## config.mk

```make
export PLATFORM = sky130hd
export DESIGN_NAME = tach_averaging_speed_controller
export DESIGN_NICKNAME = d
export VERILOG_FILES = /design/src/sv/tasc_pkg.sv /design/src/sv/tasc_div.sv /design/src/sv/tasc_datapath.sv /design/src/sv/tasc_ctrl.sv /design/src/sv/tach_averaging_speed_controller.sv
export SDC_FILE = /design/constraint.sdc
export NUM_CORES = 1
export LEC_CHECK = 0
export BUFFER_PORTS_ARGS = -buffer_cell sky130_fd_sc_hd__buf_2
export CAP_MARGIN = 20
export CORE_ASPECT_RATIO = 0.7
export CORE_MARGIN = 10
export CORE_UTILIZATION = 57
export CTS_CLUSTER_DIAMETER = 60
export DETAILED_ROUTE_END_ITERATION = 8
export GPL_TIMING_DRIVEN = 0
export PLACE_DENSITY = 0.75
export SYNTH_ARGS = -nofsm -noshare
export SYNTH_HDL_FRONTEND = slang
export SYNTH_SLANG_ARGS = --single-unit
```

## constraint.sdc

```tcl
create_clock -name clk -period 18 [get_ports clk]
set_input_delay 1.8 -clock clk [delete_from_list [all_inputs] [get_ports clk]]
set_output_delay 1.8 -clock clk [all_outputs]
set_load 0.1 [all_outputs]
```

## src/sv/tasc_pkg.sv

```systemverilog
package tasc_pkg;

    localparam int DIV_BITS  = 32;
    localparam int DIV_CNT_W = $clog2(DIV_BITS + 1);
    localparam int CFG_IDX_W = 3;
    localparam int CFG_DAT_W = 24;

    typedef enum logic [1:0] {
        CMD_CAPTURE  = 2'd0,
        CMD_OVERFLOW = 2'd1,
        CMD_POT      = 2'd2,
        CMD_REQUEST  = 2'd3
    } tasc_cmd_t;

    typedef enum logic [CFG_IDX_W-1:0] {
        REG_CAPN     = 3'd0,
        REG_NUM      = 3'd1,
        REG_SMIN     = 3'd2,
        REG_SMAX     = 3'd3,
        REG_FF       = 3'd4,
        REG_PG       = 3'd5,
        REG_DB       = 3'd6,
        REG_RESERVED = 3'd7
    } tasc_reg_t;

    localparam logic [5:0]  CAPN_RST = 6'd20;
    localparam logic [23:0] NUM_RST  = 24'd833333;
    localparam logic [7:0]  SMIN_RST = 8'd20;
    localparam logic [7:0]  SMAX_RST = 8'd90;
    localparam logic [9:0]  FF_RST   = 10'd755;
    localparam logic [9:0]  PG_RST   = 10'd184;
    localparam logic [6:0]  DB_RST   = 7'd1;

    typedef enum logic [2:0] {
        ST_IDLE,
        ST_CHECK,
        ST_DIV_AVG,
        ST_DIV_RPM,
        ST_MUL,
        ST_SUM,
        ST_FINISH
    } tasc_state_t;

    typedef struct packed {
        logic load;
        logic avg_start;
        logic rpm_start;
        logic rpm_zero;
        logic rpm_store;
        logic mul;
        logic sum;
        logic out_load;
    } tasc_cmd_bus_t;

    typedef struct packed {
        logic avg_pending;
        logic active;
        logic div_done;
        logic avg_zero;
    } tasc_status_t;

endpackage

```

## src/sv/tasc_div.sv

```systemverilog
module tasc_div (
    input  logic                         clk,
    input  logic                         rst_n,
    input  logic                         start,
    input  logic [tasc_pkg::DIV_BITS-1:0] dividend,
    input  logic [tasc_pkg::DIV_BITS-1:0] divisor,
    output logic                         busy,
    output logic                         done,
    output logic [tasc_pkg::DIV_BITS-1:0] quotient
);

    localparam int W  = tasc_pkg::DIV_BITS;
    localparam int CW = tasc_pkg::DIV_CNT_W;

    logic [CW-1:0] cnt_reg, cnt_next;
    logic          done_reg, done_next;
    logic [W-1:0]  rem_reg, rem_next;
    logic [W-1:0]  quo_reg, quo_next;
    logic [W-1:0]  dsr_reg, dsr_next;
    logic [W:0]    rem_shift;
    logic          fits;

    // restoring divide, one quotient bit per cycle
    always_comb
    begin
        rem_shift = {rem_reg, quo_reg[W-1]};
        fits      = rem_shift >= {1'b0, dsr_reg};
        cnt_next  = cnt_reg;
        rem_next  = rem_reg;
        quo_next  = quo_reg;
        dsr_next  = dsr_reg;
        done_next = 1'b0;
        if (start)
        begin
            cnt_next = CW'(W);
            rem_next = '0;
            quo_next = dividend;
            dsr_next = divisor;
        end
        else if (cnt_reg != '0)
        begin
            cnt_next  = cnt_reg - 1'b1;
            done_next = (cnt_reg == CW'(1));
            if (fits)
            begin
                rem_next = W'(rem_shift - {1'b0, dsr_reg});
            end
            else
            begin
                rem_next = rem_shift[W-1:0];
            end
            quo_next = {quo_reg[W-2:0], fits};
        end
    end

    always_ff @(posedge clk or negedge rst_n)
    begin
        if (!rst_n)
        begin
            cnt_reg  <= '0;
            done_reg <= 1'b0;
        end
        else
        begin
            cnt_reg  <= cnt_next;
            done_reg <= done_next;
        end
    end

    always_ff @(posedge clk)
    begin
        rem_reg <= rem_next;
        quo_reg <= quo_next;
        dsr_reg <= dsr_next;
    end

    assign busy     = (cnt_reg != '0);
    assign done     = done_reg;
    assign quotient = quo_reg;

    a_start_busy: assert property (@(posedge clk) disable iff (!rst_n)
        start |=> busy)
        else $error("divider did not start");

    a_done_idle: assert property (@(posedge clk) disable iff (!rst_n)
        done |-> !busy)
        else $error("divider done while still iterating");

    a_done_after_last: assert property (@(posedge clk) disable iff (!rst_n)
        (busy && cnt_reg == CW'(1) && !start) |=> done)
        else $error("divider missed done");

endmodule

```

## src/sv/tasc_datapath.sv

```systemverilog
module tasc_datapath #(
    parameter int MAX_CAPTURES  = 32,
    parameter int EXT_TICK_BITS = 24
) (
    input  logic                           clk,
    input  logic                           rst_n,
    input  tasc_pkg::tasc_cmd_bus_t        ctl,
    output tasc_pkg::tasc_status_t         status,
    input  logic                           cfg_we,
    input  logic [tasc_pkg::CFG_IDX_W-1:0] cfg_index,
    input  logic [tasc_pkg::CFG_DAT_W-1:0] cfg_data,
    input  logic [1:0]                     cmd,
    input  logic [15:0]                    capture_ticks,
    input  logic [9:0]                     pot_sample,
    input  logic [7:0]                     speed_request,
    output logic [7:0]                     pwm_duty,
    output logic [15:0]                    measured_rpm,
    output logic                           rpm_updated,
    output logic                           control_on
);

    localparam int W = tasc_pkg::DIV_BITS;
    localparam logic [6:0]  CAP_LIM  = 7'(MAX_CAPTURES);
    localparam logic [31:0] EXT_MASK = 32'((64'd1 << EXT_TICK_BITS) - 64'd1);

    // configuration
    logic [5:0]  capn_reg;
    logic [23:0] num_reg;
    logic [7:0]  smin_reg, smax_reg;
    logic [9:0]  ff_reg, pg_reg;
    logic [6:0]  db_reg;

    // block state
    logic [7:0]  ovf_reg, ovf_next;
    logic [5:0]  seen_reg, seen_next;
    logic [31:0] sum_reg, sum_next;
    logic [15:0] rpm_reg, rpm_next;
    logic [7:0]  target_reg, target_next;
    logic        active_reg, active_next;
    logic [7:0]  duty_reg, duty_next;
    logic        pend_reg, pend_next;
    logic        upd_reg, upd_next;

    logic [17:0]        ffp_reg;
    logic signed [18:0] pgp_reg;

    logic [6:0]  n_eff;
    logic [5:0]  seen_inc;
    logic [31:0] ext_ticks;

    logic signed [17:0] err_raw;
    logic signed [7:0]  err_sat;
    logic [7:0]         err_mag;
    logic [17:0]        ffp_next;
    logic signed [18:0] pgp_next;
    logic signed [19:0] ctl_sum;
    logic [11:0]        ctl_shift;
    logic [7:0]         ctl_duty;

    logic         div_start, div_busy, div_done;
    logic [W-1:0] div_dividend, div_divisor, div_q;

    always_ff @(posedge clk or negedge rst_n)
    begin
        if (!rst_n)
        begin
            capn_reg <= tasc_pkg::CAPN_RST;
            num_reg  <= tasc_pkg::NUM_RST;
            smin_reg <= tasc_pkg::SMIN_RST;
            smax_reg <= tasc_pkg::SMAX_RST;
            ff_reg   <= tasc_pkg::FF_RST;
            pg_reg   <= tasc_pkg::PG_RST;
            db_reg   <= tasc_pkg::DB_RST;
        end
        else if (cfg_we)
        begin
            unique case (tasc_pkg::tasc_reg_t'(cfg_index))
                tasc_pkg::REG_CAPN: capn_reg <= cfg_data[5:0];
                tasc_pkg::REG_NUM:  num_reg  <= cfg_data[23:0];
                tasc_pkg::REG_SMIN: smin_reg <= cfg_data[7:0];
                tasc_pkg::REG_SMAX: smax_reg <= cfg_data[7:0];
                tasc_pkg::REG_FF:   ff_reg   <= cfg_data[9:0];
                tasc_pkg::REG_PG:   pg_reg   <= cfg_data[9:0];
                tasc_pkg::REG_DB:   db_reg   <= cfg_data[6:0];
                default: ;
            endcase
        end
    end

    assign n_eff = (capn_reg == '0) ? 7'd1 :
                   ({1'b0, capn_reg} > CAP_LIM) ? CAP_LIM : {1'b0, capn_reg};
    assign seen_inc  = seen_reg + 6'd1;
    assign ext_ticks = {8'd0, ovf_reg, capture_ticks} & EXT_MASK;

    // control law operands
    always_comb
    begin
        err_raw = $signed({10'd0, target_reg}) - $signed({2'd0, rpm_reg});
        if (err_raw > 18'sd127)
        begin
            err_sat = 8'sd127;
        end
        else if (err_raw < -18'sd128)
        begin
            err_sat = -8'sd128;
        end
        else
        begin
            err_sat = err_raw[7:0];
        end
        err_mag  = err_sat[7] ? 8'(-{1'b1, err_sat}) : err_sat;
        ffp_next = ff_reg * target_reg;
        if (err_mag > {1'b0, db_reg})
        begin
            pgp_next = $signed({1'b0, pg_reg}) * err_sat;
        end
        else
        begin
            pgp_next = '0;
        end
        ctl_sum   = $signed({2'b00, ffp_reg}) + 20'(pgp_reg);
        ctl_shift = ctl_sum[19:8];
        if (ctl_sum[19])
        begin
            ctl_duty = '0;
        end
        else if (ctl_shift > 12'd255)
        begin
            ctl_duty = 8'hFF;
        end
        else
        begin
            ctl_duty = ctl_shift[7:0];
        end
    end

    assign div_start    = ctl.avg_start | ctl.rpm_start;
    assign div_dividend = ctl.avg_start ? sum_reg : {8'd0, num_reg};
    assign div_divisor  = ctl.avg_start ? {25'd0, n_eff} : div_q;

    tasc_div u_div (
        .clk      (clk),
        .rst_n    (rst_n),
        .start    (div_start),
        .dividend (div_dividend),
        .divisor  (div_divisor),
        .busy     (div_busy),
        .done     (div_done),
        .quotient (div_q)
    );

    always_comb
    begin
        ovf_next    = ovf_reg;
        seen_next   = seen_reg;
        sum_next    = sum_reg;
        rpm_next    = rpm_reg;
        target_next = target_reg;
        active_next = active_reg;
        duty_next   = duty_reg;
        pend_next   = pend_reg;
        upd_next    = upd_reg;
        if (ctl.load)
        begin
            upd_next = 1'b0;
            case (tasc_pkg::tasc_cmd_t'(cmd))
                tasc_pkg::CMD_CAPTURE:
                begin
                    sum_next  = sum_reg + ext_ticks;
                    seen_next = seen_inc;
                    pend_next = ({1'b0, seen_inc} >= n_eff);
                    ovf_next  = '0;
                end
                tasc_pkg::CMD_OVERFLOW:
                begin
                    ovf_next = ovf_reg + 8'd1;
                end
                tasc_pkg::CMD_POT:
                begin
                    if (target_reg == '0)
                    begin
                        duty_next = pot_sample[9:2];
                    end
                end
                default:
                begin
                    if (speed_request >= smin_reg && speed_request <= smax_reg)
                    begin
                        target_next = speed_request;
                        active_next = 1'b1;
                    end
                    else
                    begin
                        active_next = 1'b0;
                        duty_next   = '0;
                    end
                end
            endcase
        end
        if (ctl.avg_start)
        begin
            sum_next  = '0;
            seen_next = '0;
            pend_next = 1'b0;
        end
        if (ctl.rpm_zero)
        begin
            rpm_next = 16'hFFFF;
            upd_next = 1'b1;
        end
        if (ctl.rpm_store)
        begin
            rpm_next = (div_q > 32'h0000FFFF) ? 16'hFFFF : div_q[15:0];
            upd_next = 1'b1;
        end
        if (ctl.sum)
        begin
            duty_next = ctl_duty;
        end
    end

    always_ff @(posedge clk or negedge rst_n)
    begin
        if (!rst_n)
        begin
            ovf_reg    <= '0;
            seen_reg   <= '0;
            sum_reg    <= '0;
            rpm_reg    <= '0;
            target_reg <= '0;
            active_reg <= 1'b0;
            duty_reg   <= '0;
            pend_reg   <= 1'b0;
            upd_reg    <= 1'b0;
        end
        else
        begin
            ovf_reg    <= ovf_next;
            seen_reg   <= seen_next;
            sum_reg    <= sum_next;
            rpm_reg    <= rpm_next;
            target_reg <= target_next;
            active_reg <= active_next;
            duty_reg   <= duty_next;
            pend_reg   <= pend_next;
            upd_reg    <= upd_next;
        end
    end

    always_ff @(posedge clk)
    begin
        if (ctl.mul)
        begin
            ffp_reg <= ffp_next;
            pgp_reg <= pgp_next;
        end
        if (ctl.out_load)
        begin
            pwm_duty     <= duty_reg;
            measured_rpm <= rpm_reg;
            rpm_updated  <= upd_reg;
            control_on   <= active_reg;
        end
    end

    assign status.avg_pending = pend_reg;
    assign status.active      = active_reg;
    assign status.div_done    = div_done;
    assign status.avg_zero    = (div_q == '0);

    a_start_idle_div: assert property (@(posedge clk) disable iff (!rst_n)
        div_start |-> !div_busy)
        else $error("divider restarted mid-operation");

    a_avg_clears: assert property (@(posedge clk) disable iff (!rst_n)
        ctl.avg_start |=> (sum_reg == '0 && seen_reg == '0 && !pend_reg))
        else $error("average start did not clear accumulator");

    a_rpm_flag: assert property (@(posedge clk) disable iff (!rst_n)
        (ctl.rpm_store || ctl.rpm_zero) |=> upd_reg)
        else $error("rpm update not flagged");

endmodule

```

## src/sv/tasc_ctrl.sv

```systemverilog
module tasc_ctrl (
    input  logic                    clk,
    input  logic                    rst_n,
    input  logic                    in_valid,
    output logic                    in_ready,
    output logic                    out_valid,
    input  logic                    out_ready,
    input  tasc_pkg::tasc_status_t  status,
    output tasc_pkg::tasc_cmd_bus_t ctl
);

    tasc_pkg::tasc_state_t state_reg, state_next;
    logic out_valid_reg, out_valid_next;

    always_ff @(posedge clk or negedge rst_n)
    begin
        if (!rst_n)
        begin
            state_reg     <= tasc_pkg::ST_IDLE;
            out_valid_reg <= 1'b0;
        end
        else
        begin
            state_reg     <= state_next;
            out_valid_reg <= out_valid_next;
        end
    end

    always_comb
    begin
        state_next = state_reg;
        ctl        = '0;
        in_ready   = 1'b0;
        unique case (state_reg)
            tasc_pkg::ST_IDLE:
            begin
                in_ready = 1'b1;
                if (in_valid)
                begin
                    ctl.load   = 1'b1;
                    state_next = tasc_pkg::ST_CHECK;
                end
            end
            tasc_pkg::ST_CHECK:
            begin
                if (status.avg_pending)
                begin
                    ctl.avg_start = 1'b1;
                    state_next    = tasc_pkg::ST_DIV_AVG;
                end
                else if (status.active)
                begin
                    state_next = tasc_pkg::ST_MUL;
                end
                else
                begin
                    state_next = tasc_pkg::ST_FINISH;
                end
            end
            tasc_pkg::ST_DIV_AVG:
            begin
                if (status.div_done)
                begin
                    if (status.avg_zero)
                    begin
                        ctl.rpm_zero = 1'b1;
                        state_next   = status.active ? tasc_pkg::ST_MUL
                                                     : tasc_pkg::ST_FINISH;
                    end
                    else
                    begin
                        ctl.rpm_start = 1'b1;
                        state_next    = tasc_pkg::ST_DIV_RPM;
                    end
                end
            end
            tasc_pkg::ST_DIV_RPM:
            begin
                if (status.div_done)
                begin
                    ctl.rpm_store = 1'b1;
                    state_next    = status.active ? tasc_pkg::ST_MUL
                                                  : tasc_pkg::ST_FINISH;
                end
            end
            tasc_pkg::ST_MUL:
            begin
                ctl.mul    = 1'b1;
                state_next = tasc_pkg::ST_SUM;
            end
            tasc_pkg::ST_SUM:
            begin
                ctl.sum    = 1'b1;
                state_next = tasc_pkg::ST_FINISH;
            end
            tasc_pkg::ST_FINISH:
            begin
                if (!out_valid_reg || out_ready)
                begin
                    ctl.out_load = 1'b1;
                    state_next   = tasc_pkg::ST_IDLE;
                end
            end
            default:
            begin
                state_next = tasc_pkg::ST_IDLE;
            end
        endcase
    end

    always_comb
    begin
        out_valid_next = out_valid_reg;
        if (ctl.out_load)
        begin
            out_valid_next = 1'b1;
        end
        else if (out_ready)
        begin
            out_valid_next = 1'b0;
        end
    end

    assign out_valid = out_valid_reg;

    a_one_at_a_time: assert property (@(posedge clk) disable iff (!rst_n)
        (in_valid && in_ready) |=> !in_ready)
        else $error("transaction accepted while busy");

    a_no_overwrite: assert property (@(posedge clk) disable iff (!rst_n)
        ctl.out_load |-> (!out_valid_reg || out_ready))
        else $error("result overwritten before taken");

    a_load_shows: assert property (@(posedge clk) disable iff (!rst_n)
        ctl.out_load |=> out_valid)
        else $error("loaded result not presented");

endmodule

```

## src/sv/tach_averaging_speed_controller.sv

```systemverilog
// Tachometer speed controller. Each input transaction is one event (capture,
// timer overflow, pot sample or speed request) and yields exactly one result
// transaction carrying duty, rpm, an rpm-updated flag and the control state.
// Items are handled one at a time. An event that does not close an average
// passes through a check state to the result, and closed-loop control adds a
// multiply and a sum state; the capture that closes an average runs the shared
// one-bit-per-cycle 32-bit divider twice (average, then rpm), and a zero
// average skips the rpm divide. A new item is accepted while the previous
// result still waits in the output register. Configuration writes take effect
// at once and should be made only while no transaction is in flight.
module tach_averaging_speed_controller #(
    parameter int MAX_CAPTURES  = 32,
    parameter int EXT_TICK_BITS = 24
) (
    input  logic                           clk,
    input  logic                           rst_n,
    input  logic                           cfg_we,
    input  logic [tasc_pkg::CFG_IDX_W-1:0] cfg_index,
    input  logic [tasc_pkg::CFG_DAT_W-1:0] cfg_data,
    input  logic                           in_valid,
    output logic                           in_ready,
    input  logic [1:0]                     cmd,
    input  logic [15:0]                    capture_ticks,
    input  logic [9:0]                     pot_sample,
    input  logic [7:0]                     speed_request,
    output logic                           out_valid,
    input  logic                           out_ready,
    output logic [7:0]                     pwm_duty,
    output logic [15:0]                    measured_rpm,
    output logic                           rpm_updated,
    output logic                           control_on
);

    tasc_pkg::tasc_cmd_bus_t ctl;
    tasc_pkg::tasc_status_t  status;

    tasc_ctrl u_ctrl (
        .clk       (clk),
        .rst_n     (rst_n),
        .in_valid  (in_valid),
        .in_ready  (in_ready),
        .out_valid (out_valid),
        .out_ready (out_ready),
        .status    (status),
        .ctl       (ctl)
    );

    tasc_datapath #(
        .MAX_CAPTURES  (MAX_CAPTURES),
        .EXT_TICK_BITS (EXT_TICK_BITS)
    ) u_dp (
        .clk           (clk),
        .rst_n         (rst_n),
        .ctl           (ctl),
        .status        (status),
        .cfg_we        (cfg_we),
        .cfg_index     (cfg_index),
        .cfg_data      (cfg_data),
        .cmd           (cmd),
        .capture_ticks (capture_ticks),
        .pot_sample    (pot_sample),
        .speed_request (speed_request),
        .pwm_duty      (pwm_duty),
        .measured_rpm  (measured_rpm),
        .rpm_updated   (rpm_updated),
        .control_on    (control_on)
    );

endmodule
```

==> results.py, run 1 <==
metrics = {
    "power": {
        "ir_worst_vdd_uv": 89.5,
        "p_switching_mw": 1.38,
        "leakage_nw": 11.7,
        "power_switching_share": 0.396,
        "intPower_mw": 2.11,
        "power_frac_clock": 0.212,
        "power.density_nw_per_um2": 138,
        "total_power_mw": 3.50,
        "seq_power_share": 0.351,
        "comb_power_share": 0.436,
    },
    "setup_path": {
        "critPathCaptureType": "register",
        "critPathKind": "reg2reg",
        "critPathArrivalTime_ns": 8.85,
        "reg2reg_from": "u_dp.rpm_reg[1]",
        "worstSetupStartpointType": "register",
        "worst-path-max-fanout": 10,
        "cp.required_ns": 18.34,
        "reg2reg_slack_ns": 9.49,
        "reg2reg_depth": 30,
        "r2r_end": "u_dp.pgp_reg[17]",
        "crit_path_end": "u_dp.pgp_reg[17]",
        "cp_slowest_cell": "o21ai_1",
        "crit_start": "u_dp.rpm_reg[1]",
        "critPathMaxStageDelay_ns": 0.66,
    },
    "logic_synthesis": {
        "synth_flop_cell": "dfrtp_1",
        "yosysTopAreaCell": "edfxtp_1",
        "synth.top_cells.by_count": "inv_1 (242), nand2_1 (217), ha_1 (200), nor2_1 (143), dfrtp_1 (133)",
        "synth_area_leaders": "edfxtp_1 (17%), dfrtp_1 (15%), ha_1 (11%)",
        "ys_warn_count": 0,
        "ys_seq_area_frac": 0.378,
        "syn_inst": 2322,
        "async_flop_share": 0.509,
        "synth.avg_cell_area_um2": 9.83,
        "syn_nets": 2690,
        "netlist_area_um2": 22800,
        "synth_top_area_frac": 0.167,
        "ys_ff_latch": 324,
        "synth-edff-count": 127,
        "yosysUniqueCellTypes": 87,
        "yosysMostFrequentCell": "inv_1",
    },
    "sta": {
        "hold_slack_ns": 0.446,
        "rsz0062_at_grt": "false",
        "fmax_ghz": 0.118,
        "setup_viol": 0,
        "clock_skew_ns": 0.0215,
        "period_minus_slack_ns": 8.51,
        "fin_ws_ns": 9.49,
        "worst_slew_pin_slew_ns": 0.975,
        "slew_violations": 0,
        "finalSetupTns_ns": 0,
        "period_share": 0.473,
        "relSlewSlack": 0.349,
        "final_hold_viol_count": 0,
    },
    "final_layout": {
        "layout.nets": 2825,
        "design_area_um2": 25300,
        "layout-drive-gt1-share": 0.122,
        "area_growth_pct": 10.7,
        "fin_util": 0.638,
        "fin_cells": 3022,
    },
    "global_route": {
        "grt_pass1_wl_mm": 95.4,
        "grt_use_total": 0.244,
        "antenna_found_initial": 4,
        "grt_max_degree": 103,
        "grt.overflow.total": 0,
        "grt_pass1_vias": 17700,
    },
    "placement": {
        "hpwl_mm": 46.7,
        "numPortBuffers": 92,
        "dp.cells": 2955,
        "place_area_um2": 24100,
        "gp_congestion": 0.928,
        "place_ws_ns": 9.75,
    },
    "run": {
        "cap_violations": 0,
    },
    "clock_tree": {
        "cts_setup_buffers": 0,
        "numCtsBuffers": 35,
        "cts-htree-levels": 2,
        "cts_hold_buf": 0,
        "clk_pin_slew_ns": 0.07,
        "cts_resized": 0,
        "cts.sinks": 324,
        "clock_latency_ns": 0.54,
        "ctsLongestPathBuffers": 3,
        "cts_root_buf": "clkbuf_16",
        "cts_tree": "yes",
    },
    "floorplan": {
        "die_h_um": 187,
        "num_io_pins": 96,
        "die_area_um2": 48600,
        "coreArea_um2": 39600,
        "rows": 61,
        "die_x_um": 259,
        "initial_core_util": 0.576,
    },
    "hold_path": {
        "hold_depth": 0,
        "hold_class": "reg2reg",
    },
    "routing": {
        "wire_per_inst_um": 19.8,
        "num_vias": 18000,
        "drc": 0,
        "wl_mm": 59.9,
        "vias_per_cell": 5.97,
        "drt_iter0_markers": 1725,
        "final_antenna_net_count": 0,
        "firstDrtPassIters": 6,
    },
    "status": {
        "status": "completed",
    },
}
==> routing by layer <==
metal  share of wire  global-route usage  up-vias
li1                -                   -     8324
met1            0.47               0.374     8881
met2            0.41               0.335      738
met3            0.10              0.0566       85
met4           0.021              0.0660        0
met5               0                   0        -
==> power by group through the flow <==
stage                     Clock, mW  Sequential, mW  Combinational (mW)
after floorplan                   0            1.16                1.15
after global placement            0            1.22                1.44
after detailed placement          0            1.23                1.50
after CTS                     0.753            1.22                1.51
after global routing          0.782            1.24                1.72
final                         0.743            1.23                1.53
==> critical path, delay by kind of cell (launching register included) <==
family,cells,cell delay (ns)
adder cells (fa/ha/maj),6,2.36
buffers and inverters,4,0.23
XOR/XNOR,1,0.20
AND/OR/NAND/NOR,5,0.96
flip-flops,1,0.55
AO/OA/AOI/OAI,14,4.01
==> how the worst min path moves through the flow <==
stage	from	end	slack (ns)
finish	u_dp.duty_reg[2]	u_dp.pwm_duty[2]	0.45
global route	u_dp.duty_reg[7]	u_dp.pwm_duty[7]	0.45
CTS	u_dp.duty_reg[2]	u_dp.pwm_duty[2]	0.45
detailed placement	u_dp.duty_reg[2]	u_dp.pwm_duty[2]	0.43
global placement	u_dp.duty_reg[7]	u_dp.pwm_duty[7]	0.43
floorplan	u_dp.duty_reg[0]	u_dp.pwm_duty[0]	0.42
==> layout by cell type, fill, tap and decap left out, drive strengths merged, types with 9 or more instances in the layout <==
cell type and count:
inv 248, nand2 217, ha 200, nor2 144, dfrtp 133, edfxtp 127, buf 118, clkbuf 118
o21ai 114, a21oi 108, fa 100, and2 87, mux2 73, nand3 58, nor2b 57, xnor2 54
nor3 42, a21o 36, xor2 34, a31oi 34, dfstp 32, dfxtp 32, nand2b 30, a211oi 26
and3 21, o21a 18, o22a 17, nor4 16, a22o 16, or3 13, mux2i 10, nor3b 10
o211ai 10, nand4 9, a21boi 9, o221ai 9
==> area by class of cell <==
class                           count  area, um2
Fill cell                        3208      14400
Multi-Input combinational cell   1665      12900
Sequential cell                   324       8620
Clock buffer                       48        978
Inverter                          242        908
Tap cell                          535        669
Timing Repair Buffer               98        579
Buffer                             91        428
Clock inverter                     16        189
Antenna cell                        3       7.51
==> cell families (layout without fill, tap and decap cells) <==
| kind of cell | after synthesis | count (layout) | synth area share |
|---|---|---|---|
| simple gates | 733 | 733 | 0.159 |
| compound gates | 461 | 461 | 0.133 |
| buf+inv | 333 | 495 | 0.0585 |
| flops | 324 | 324 | 0.378 |
| fa+ha+maj | 300 | 300 | 0.197 |
| xor+xnor | 88 | 88 | 0.0338 |
| mux | 83 | 83 | 0.0404 |
| other cells | 0 | 3 | 0 |
No activity file was read; power rests on OpenSTA's default activity.
==> run 2: changes to the inputs <==
- PLACE_DENSITY: 0.75 -> 0.77
- clock period: 18 -> 7.5 ns (I/O delays scaled with it)
==> results.py, run 2 (same netlist as run 1, synthesis figures left out) <==
metrics = {
    "status": {
        "status": "completed",
    },
    "final_layout": {
        "layout.nets": 2844,
        "fin_util": 0.647,
        "layout-drive-gt1-share": 0.145,
        "most-common-layout-cells": "inv_1 (241), nand2_1 (213), ha_1 (198)",
        "area_growth_pct": 12.3,
        "mostFrequentLayoutCell": "inv_1",
    },
    "setup_path": {
        "cp.required_ns": 7.89,
        "reg2reg_from": "u_dp.target_reg[6]",
        "worstSetupStartpointType": "register",
        "crit_path_end": "u_dp.pgp_reg[17]",
        "critPathKind": "reg2reg",
        "reg2reg_slack_ns": 0.14,
        "critPathCaptureType": "register",
        "r2r_end": "u_dp.pgp_reg[17]",
        "reg2reg_depth": 26,
        "critPathArrivalTime_ns": 7.75,
        "worst-path-max-fanout": 6,
        "crit_start": "u_dp.target_reg[6]",
    },
    "placement": {
        "gp_congestion": 0.936,
        "numPortBuffers": 92,
        "hpwl_mm": 46.3,
        "place_ws_ns": -0.706,
    },
    "global_route": {
        "grt_util_met1": 0.368,
        "grt_pass1_wl_mm": 95.4,
        "grt_pass1_vias": 17500,
        "grt_max_degree": 92,
        "antenna_found_initial": 5,
        "grt_use_met2": 0.335,
        "grtUsageMet3": 0.0670,
        "grt.overflow.total": 0,
        "busiest_layer": "met1",
        "grt_use_total": 0.243,
    },
    "power": {
        "power_frac_clock": 0.205,
        "ir_worst_vdd_uv": 163,
        "power_switching_share": 0.400,
        "intPower_mw": 5.12,
        "p_switching_mw": 3.42,
        "seq_power_share": 0.346,
        "leakage_nw": 11.8,
        "power.density_nw_per_um2": 333,
        "comb_power_share": 0.449,
    },
    "sta": {
        "period_share": 0.982,
        "setup_viol": 0,
        "rsz0062_at_grt": "true",
        "slew_violations": 0,
        "fin_ws_ns": 0.136,
        "relSlewSlack": 0.398,
        "clock_skew_ns": 0.0250,
        "period_minus_slack_ns": 7.36,
        "final_hold_viol_count": 0,
        "worst_slew_pin_slew_ns": 0.902,
        "fmax_ghz": 0.136,
    },
    "floorplan": {
        "die_x_um": 259,
        "initial_core_util": 0.576,
        "die_area_um2": 48600,
        "die_h_um": 187,
        "num_io_pins": 96,
        "coreArea_um2": 39600,
        "rows": 61,
    },
    "clock_tree": {
        "cts_tree": "yes",
        "ctsLongestPathBuffers": 3,
        "cts_hold_buf": 0,
        "numCtsBuffers": 35,
        "cts.sinks": 324,
        "cts-htree-levels": 2,
        "clk_pin_slew_ns": 0.06,
        "clock_latency_ns": 0.55,
        "cts_root_buf": "clkbuf_16",
    },
    "hold_path": {
        "hold_class": "in2async",
    },
    "routing": {
        "drc": 0,
        "num_vias": 18000,
        "wire_per_inst_um": 19.9,
        "drt_iter0_markers": 1747,
        "wl_mm": 60.6,
        "firstDrtPassIters": 6,
        "final_antenna_net_count": 0,
        "vias_per_cell": 5.93,
    },
    "run": {
        "cap_violations": 0,
    },
}
-- run 2: changes by cell type in the layout (fill, tap and decap cells not counted), sizes merged --
cell,change
bufinv,-1
inv,-3
diode,+2
clkinv,+3
clkinvlp,+1
buf,+20
clkbuf,-2
-- run 2: worst min path at each step --
| stage | startpoint | to | slack (ns) | cells past startpoint |
|---|---|---|---|---|
| detailed placement | u_dp.duty_reg[1] | u_dp.pwm_duty[1] | 0.43 | 0 |
| finish | rst_n | u_dp.num_reg[16] | 0.22 | 1 |
| floorplan | u_dp.duty_reg[0] | u_dp.pwm_duty[0] | 0.42 | 0 |
| global placement | u_dp.duty_reg[7] | u_dp.pwm_duty[7] | 0.43 | 0 |
| CTS | rst_n | u_dp.num_reg[23] | 0.27 | 1 |
| global route | rst_n | u_dp.num_reg[21] | 0.28 | 1 |
-- run 2: through the flow --
stage | std cells | TNS, ns | hold slack, ns | instance area (um2) | total power [mW]
2_1_floorplan | 2322 | 0 | 0.425 | 22800 | 5.55
3_3_place_gp | 2949 | -1.42 | 0.431 | 24000 | 6.38
3_5_place_dp | 2956 | -2.77 | 0.430 | 24100 | 6.54
4_1_cts | 3021 | 0 | 0.270 | 25400 | 8.38
5_1_grt | 3042 | -0.304 | 0.284 | 25600 | 9.10
6_report | 3042 | 0 | 0.225 | 25600 | 8.54
-- run 2: area by class of cell --
class                           count  area, um2
Multi-Input combinational cell   1665      13100
Fill cell                        3084      14000
Antenna cell                        5       12.5
Clock buffer                       47        971
Timing Repair Buffer              118        761
Buffer                             90        449
Tap cell                          535        669
Clock inverter                     16        171
Inverter                          242        908
Sequential cell                   324       8630
-- run 2: repair_timing --
action	CTS	global route
buffers inserted	3	16
gates resized for setup	28	43
gates cloned	0	0
pin swaps	4	16
setup endpoints to repair	7	7
-- run 2: routing by layer --
| metal | wire (um) | share of wire | vias to the layer above |
|---|---|---|---|
| met5 | 0 | 0 | - |
| met4 | 1060 | 0.017 | 0 |
| met3 | 6670 | 0.11 | 84 |
| met2 | 25400 | 0.42 | 800 |
| met1 | 27500 | 0.45 | 8793 |
| li1 | - | - | 8370 |
-- run 2: worst max-delay path, cell delays in order, from the launching register on --
cell and delay, ns:
dfrtp_2 0.46, ha_1 0.35, or2_2 0.33, a21oi_1 0.20, o21ba_4 0.21, or4b_1 0.46
o211ai_1 0.13, nand2_2 0.13, o211ai_4 0.30, o21ai_2 0.12, buf_4 0.17, buf_4 0.13
and2_1 0.16, fa_1 0.50, fa_1 0.52, fa_1 0.54, inv_1 0.05, fa_1 0.52
inv_1 0.04, ha_1 0.33, a2111oi_2 0.41, nor3_2 0.11, a31oi_1 0.27, o21ai_2 0.10
a2111oi_2 0.32, a41oi_1 0.11, a21oi_1 0.21
-- run 2: power groups by stage --
stage | Sequential, mW | Clock [mW] | Combinational, mW
5_1_grt | 2.99 | 1.84 | 4.28
4_1_cts | 2.92 | 1.77 | 3.68
2_1_floorplan | 2.79 | 0 | 2.76
3_5_place_dp | 2.95 | 0 | 3.59
6_report | 2.96 | 1.75 | 3.84
3_3_place_gp | 2.94 | 0 | 3.44
